<file path="src/design/ubdc_pkg.sv">
// Shared types, constants and divider step functions for the baud divisor checker.
// No dependencies; imported by ubdc_err_check and uart_baud_divisor_calc.
`default_nettype none

package ubdc_pkg;

	localparam int BAUD_W  = 24;
	localparam int CLK_W   = 31;
	localparam int NUM_W   = CLK_W + 1;          // twice the module clock
	localparam int DEN_W   = 18;                 // 32 * divisor + adjust, divisor <= 0x1FFF
	localparam int FRAC_W  = 5;                  // adjust in thirty-seconds
	localparam int SBR_W   = NUM_W - FRAC_W;
	localparam int LIM_W   = 20;

	localparam logic [CLK_W-1:0] CLK_RESET = CLK_W'(120000000);
	localparam logic [SBR_W-1:0] DIV_MAX   = SBR_W'(13'h1FFF);

	// floor(b / 100) == (b * RECIP_100) >> RECIP_SHIFT for every 24-bit b
	localparam int RECIP_W     = 25;
	localparam int RECIP_SHIFT = 31;
	localparam int PROD_W      = BAUD_W + RECIP_W;
	localparam logic [RECIP_W-1:0] RECIP_100 = RECIP_W'(21474837);

	typedef enum logic [1:0] {
		ST_OK        = 2'd0,
		ST_ZERO_BAUD = 2'd1,
		ST_RANGE     = 2'd2,
		ST_ERROR     = 2'd3
	} status_t;

	typedef struct packed {
		logic [BAUD_W-1:0] baud;
		logic [NUM_W-1:0]  num;
	} pkt_t;

	typedef struct packed {
		logic zero_baud;
		logic range_bad;
	} flag_t;

	// one restoring step, divisor the requested rate: returns {quotient bit, remainder}
	function automatic logic [BAUD_W:0] div_step_a(input logic [BAUD_W-1:0] rem,
			input logic nbit, input logic [BAUD_W-1:0] den);
		logic [BAUD_W:0] trial;
		logic [BAUD_W:0] diff;
		trial = {rem, nbit};
		diff  = trial - {1'b0, den};
		if (trial >= {1'b0, den}) begin
			return {1'b1, diff[BAUD_W-1:0]};
		end else begin
			return {1'b0, trial[BAUD_W-1:0]};
		end
	endfunction

	// one restoring step, divisor 32 * SBR + BRFA
	function automatic logic [DEN_W:0] div_step_b(input logic [DEN_W-1:0] rem,
			input logic nbit, input logic [DEN_W-1:0] den);
		logic [DEN_W:0] trial;
		logic [DEN_W:0] diff;
		trial = {rem, nbit};
		diff  = trial - {1'b0, den};
		if (trial >= {1'b0, den}) begin
			return {1'b1, diff[DEN_W-1:0]};
		end else begin
			return {1'b0, trial[DEN_W-1:0]};
		end
	endfunction

endpackage

`default_nettype wire

</file>
<file path="src/design/ubdc_err_check.sv">
// Last two pipeline stages: error of the achieved rate against the 3 % limit, and status.
// Depends on ubdc_pkg.
`default_nettype none

module ubdc_err_check
	import ubdc_pkg::*;
(
	input  wire logic              clk,
	input  wire logic              en,
	input  wire logic [BAUD_W-1:0] baud,
	input  wire logic [NUM_W-1:0]  achieved,
	input  wire flag_t             flags,
	output status_t                status
);

	logic [NUM_W-1:0]  diff_s1;
	logic [PROD_W-1:0] prod_s1;
	flag_t             flags_s1;
	status_t           status_s2;

	logic [NUM_W-1:0]  diff_d;
	logic [PROD_W-1:0] prod_d;
	logic [DEN_W-1:0]  per_cent;
	logic [LIM_W-1:0]  limit;
	status_t           status_d;

	always_comb begin
		if (achieved > NUM_W'(baud)) begin
			diff_d = achieved - NUM_W'(baud);
		end else begin
			diff_d = NUM_W'(baud) - achieved;
		end
		prod_d = PROD_W'(baud) * PROD_W'(RECIP_100);
	end

	always_ff @(posedge clk) begin
		if (en) begin
			diff_s1  <= diff_d;
			prod_s1  <= prod_d;
			flags_s1 <= flags;
		end
	end

	always_comb begin
		per_cent = prod_s1[RECIP_SHIFT +: DEN_W];
		limit    = {LIM_W'(per_cent) << 1} + LIM_W'(per_cent);
		if (flags_s1.zero_baud) begin
			status_d = ST_ZERO_BAUD;
		end else if (flags_s1.range_bad) begin
			status_d = ST_RANGE;
		end else if (diff_s1 > NUM_W'(limit)) begin
			status_d = ST_ERROR;
		end else begin
			status_d = ST_OK;
		end
	end

	always_ff @(posedge clk) begin
		if (en) begin
			status_s2 <= status_d;
		end
	end

	assign status = status_s2;

endmodule

`default_nettype wire

</file>
<file path="config.mk">
export PLATFORM = sky130hd
export DESIGN_NAME = ubdc_err_check
export DESIGN_NICKNAME = d
export VERILOG_FILES = /design/src/design/ubdc_pkg.sv /design/src/design/ubdc_err_check.sv
export SDC_FILE = /design/constraint.sdc
export NUM_CORES = 1
export LEC_CHECK = 0
export BUFFER_PORTS_ARGS = -buffer_cell sky130_fd_sc_hd__buf_4
export CORE_MARGIN = 2
export CORE_UTILIZATION = 65
export DETAILED_ROUTE_END_ITERATION = 8
export GPL_TIMING_DRIVEN = 0
export PLACE_DENSITY = 0.87
export RECOVER_POWER = 25
export SYNTH_ARGS = -nofsm -noshare
export SYNTH_HDL_FRONTEND = slang
export SYNTH_SLANG_ARGS = --single-unit
</file>
<file path="constraint.sdc">
create_clock -name clk -period 7.6 [get_ports clk]
set_clock_uncertainty 0.1 [all_clocks]
set_input_delay 0.76 -clock clk [delete_from_list [all_inputs] [get_ports clk]]
set_output_delay 0.76 -clock clk [all_outputs]
set_load 0.05 [all_outputs]
</file>
* After elaboration in Yosys (flattened, before gate mapping)
Cells that the tools add are included.
Storage, ports and cells: bits in registers 85, latch bits 0, RAM bits 0, bits in read-only memories 0, bits of input ports 60, output and inout bits 2, memories kept 0
Cells by class: add/subtract/negate cells 3, $mul 1, div/mod/pow operators 0, magnitude comparators 2, eq/ne operators 0, shift operators 0, muxes and demuxes 3, bitwise gates (word level) 0, reductions and logical operators 0
Operators with widths (count):
- $mul 24x25->49 const B | 1
- $gt 32x20->1 | 1
- $gt 32x24->1 | 1
- $mux 32 | 1
- $sub 24x32->32 | 1
- $sub 32x24->32 | 1
- $add 19x18->20 | 1
- $mux 2 | 2

* Longest topological paths before layout
depth in word-level cells 4, mapped depth 26, mapped depth without buffers 26

* Worst setup path after synthesis
Ideal clock, no wire load.
kind input to register, start point input port baud[7], end point register prod_s1[48] (data pin), library setup time 0.268 ns, data arrival time 6.689 ns, data required time 7.232 ns, slack 0.543 ns, cell stages on the path 23, buffers on the path 0, cells stage by stage inv_1 fa_1 inv_1 fa_1 inv_1 fa_1 inv_1 fa_1 fa_1 fa_1 inv_1 fa_1 inv_1 ha_1 nor3_1 nor3_1 a21oi_1 o22a_1 o21ai_0 o41a_1 nor4b_1 o41ai_1 xnor2_1
On the way: longest elaborated chain between the ends 1
Ends and longest elaborated chain:
- start: declaration | RTL line ubdc_err_check.sv:10 | input wire logic [BAUD_W-1:0] baud,
- $mul 24x25->49 | RTL line ubdc_err_check.sv:33 | prod_d = PROD_W'(baud) * PROD_W'(RECIP_100);
- net prod_d[48] | RTL line ubdc_err_check.sv:22 | logic [PROD_W-1:0] prod_d;
- end signal: assignment | RTL line ubdc_err_check.sv:39 | prod_s1 <= prod_d;
- end: declaration | RTL line ubdc_err_check.sv:17 | logic [PROD_W-1:0] prod_s1;
The timed path passes the listed nets, and every way through them passes these cells. A chain may end at the register's enable or synchronous reset.

* Worst setup path after layout
Ends and elaborated chain as after synthesis.

==> out/results.tsv <==
metric	value	unit
status	complete, but fails checks	
failing checks	max-capacitance violations, max-slew violations	
Worst-Margin Slew	2.662	ns
DR DRC count	0	
post-cts hold buffer count	0	
gpl congestion	0.9894	
fmax	134.3	MHz
Die Y	154.6	um
Final period util	97.98	%
largest family of logic cells by synthesized area	adder cells	
die area	23910	um^2
final setup fails	0	
dominant cell type by area after synthesis	ha_1	
Die X	154.6	um
mux contribution to synthesized area	0.4072	%
Slew Limit Fails	55	
largest net degree at the start of global routing	55	
Initial DRC Count	858	
Multi-input gate area	11760	um^2
Seq/Total Area, Yosys	10.99	%
initial antenna violation count	2	
H-tree levels	2	
CTS Root Cell	clkbuf_16	
cts bufs inserted	5	
final WL	37440	um
Fin Setup TNS	0	ns
post-layout util	70.78	%
CTS sink count	54	
fillers	1711	
share of cells above drive strength 1	6.820	%
Synth Instances	1542	
most frequent CP cell	fa_1	
fin area	15880	um^2
syn nets	2143	
Crit path required time	7.54	ns
final hold vios	0	
CP max stage cell	fa_1	
vias in the first global route	11780	
syn_area_per_cell	9.565	um^2
Avg WL per Cell	19.72	um
worst skew pair latency	0.30	ns
CP endpoint kind	register	
worst-path cell chain	buf_8, inv_2, fa_1, inv_2, fa_1, inv_1, fa_1, inv_1, fa_1, fa_1, fa_1, inv_1, fa_1, inv_1, ha_2, nor3_2, nor3_1, a21oi_2, o22a_1, o21ai_4, o41a_1, nor4b_4, o41ai_2, xnor2_2	
most common cell in the netlist	inv_1	
Routed Antenna Nets	0	
Worst EP arrival	7.38	ns
Starting Density	65.74	%
WS Path Type	in -> reg	
Synth cell types	53	
layout net count	2213	
CTS clk-pin slew, worst paths	0.08	ns
Pre-Repair DR Iteration Count	5	
yosys warns	0	
mapped cell area	14750	um^2
Post-Synth Simple-Gate Area	7.313	%
Critical Path Start Type	primary input	
IO buf count	61	
Post-synth top cells	inv_1, ha_1, fa_1, a21oi_1	
max-cap violations	1	
# rows	55	
fraction of registers with async set or reset after synthesis	0	%
post-synthesis adder-cell area fraction	56.28	%
Post-synth EDFFs	54	
slowest stage delay, CP	0.57	ns
critical hold path startpoint	flags_s1[1]	
Synth Area in XOR/XNOR	3.860	%
Remaining Overflow, GRT	0	
CTS tree	done	
compound-cell area share of the yosys netlist	10.93	%
CP Launch Point	baud[7]	
dpl cell area	15560	um^2
GRT busiest layer	met2	
num ports	62	
core area	22430	um^2
met2 GRT Util	55.14	%
worst-path maximum fanout	9	
global-route wire length before repair	60150	um
P&R area growth vs syn	7.652	%
Worst Hold Class	reg -> reg	
Area contributors post-synth	ha_1, fa_1, edfxtp_1, inv_1, a21oi_1	
Slew HR	-77.49	%
hpwl dp	32750	um
met1 Use GR	44.19	%
M3 GR Usage	4.791	%
launch point of the worst reg-to-reg path	prod_s1[32]	
Clock Tree Buf Depth	2	
Vias/cell	5.824	
flops & latches, synth	54	
Synth top area share	28.59	%
All-Layer GR Usage	32.71	%
FF+latch area	1622	um^2
ys flop type	edfxtp_1	
Period minus WS final	7.446	ns
DR vias	11060	
## cells in the final DEF, fill, tap and decap left out, drive strengths merged, types with 3 or more instances in the layout
cell type,count
and3,6
or2,8
xor2,20
or3,6
and2,5
nor4,12
o21bai,12
nand3,17
clkbuf,27
nor2b,11
nand2,54
xnor2,45
ha,337
a31oi,7
o31ai,5
a21oi,108
a221oi,3
edfxtp,54
nor2,49
o21a,12
o22ai,3
a31o,3
a21o,39
nand2b,7
mux2i,6
nand4,17
inv,379
buf,63
nor3,18
fa,204
a211oi,8
o21ai,46
## critical path: cells and delay by family
family,cells,cell delay (ns)
buffers and inverters,7,0.51
adders and majority gates,8,4.03
xor gates and xnor gates,1,0.14
AOI/OAI and AO/OA,5,1.46
and+or+nand+nor,3,0.48
## registers in the layout, indices dropped and copies added, names as in the netlist
name      cells
diff_s1      32
flags_s1      2
prod_s1      18
status        2
## area by class of cell
| cell class | count | area share, % |
|---|---|---|
| multi-input combinational | 1089 | 74.06 |
| sequential | 54 | 10.21 |
| inverter | 377 | 8.913 |
| timing repair buffer | 63 | 3.002 |
| tap | 285 | 2.246 |
| clock buffer | 5 | 0.7880 |
| buffer | 22 | 0.5831 |
| clock inverter | 3 | 0.1812 |
| antenna | 1 | 0.01576 |
## through the flow
stage          std cells  hold WS, ns  worst slack, ns
6_report            1899       0.4682           0.1539
5_1_grt             1898       0.4906         -0.02529
4_1_cts             1897       0.4588          0.01644
3_5_place_dp        1888       0.4449           -1.451
3_3_place_gp        1888       0.4386           -1.377
2_1_floorplan       1542       0.4088           0.5432
## worst paths after layout
kind | end | slack (ns) | cells past startpoint
min reg2reg | status[1] | 0.47 | 1
max | prod_s1[48] | 0.15 | 24
min | status[1] | 0.47 | 1
max reg2reg | status[1] | 2.84 | 20
## repair_timing
action,in CTS,in global routing
setup buffers,1,1
pin swaps,3,11
setup endpoints to repair,14,10
gates resized for setup,16,16
## metal layers
layer / vias to the layer above / share of wire [%]
met2: 405 / 47
met3: 75 / 7.2
met5: - / 0.045
li1: 5197 / -
met1: 5380 / 42
met4: 2 / 3.1
## kinds of logic after synthesis
family,after synthesis
DFF,54
buffers and inverters,399
and+or+nand+nor,215
xor gates and xnor gates,65
muxes,6
adders and majority gates,541
AOI/OAI and AO/OA,262
Power is left out: the tool's default activity adds up to more than one toggle a clock period on the data nets, which glitch-free logic cannot reach.
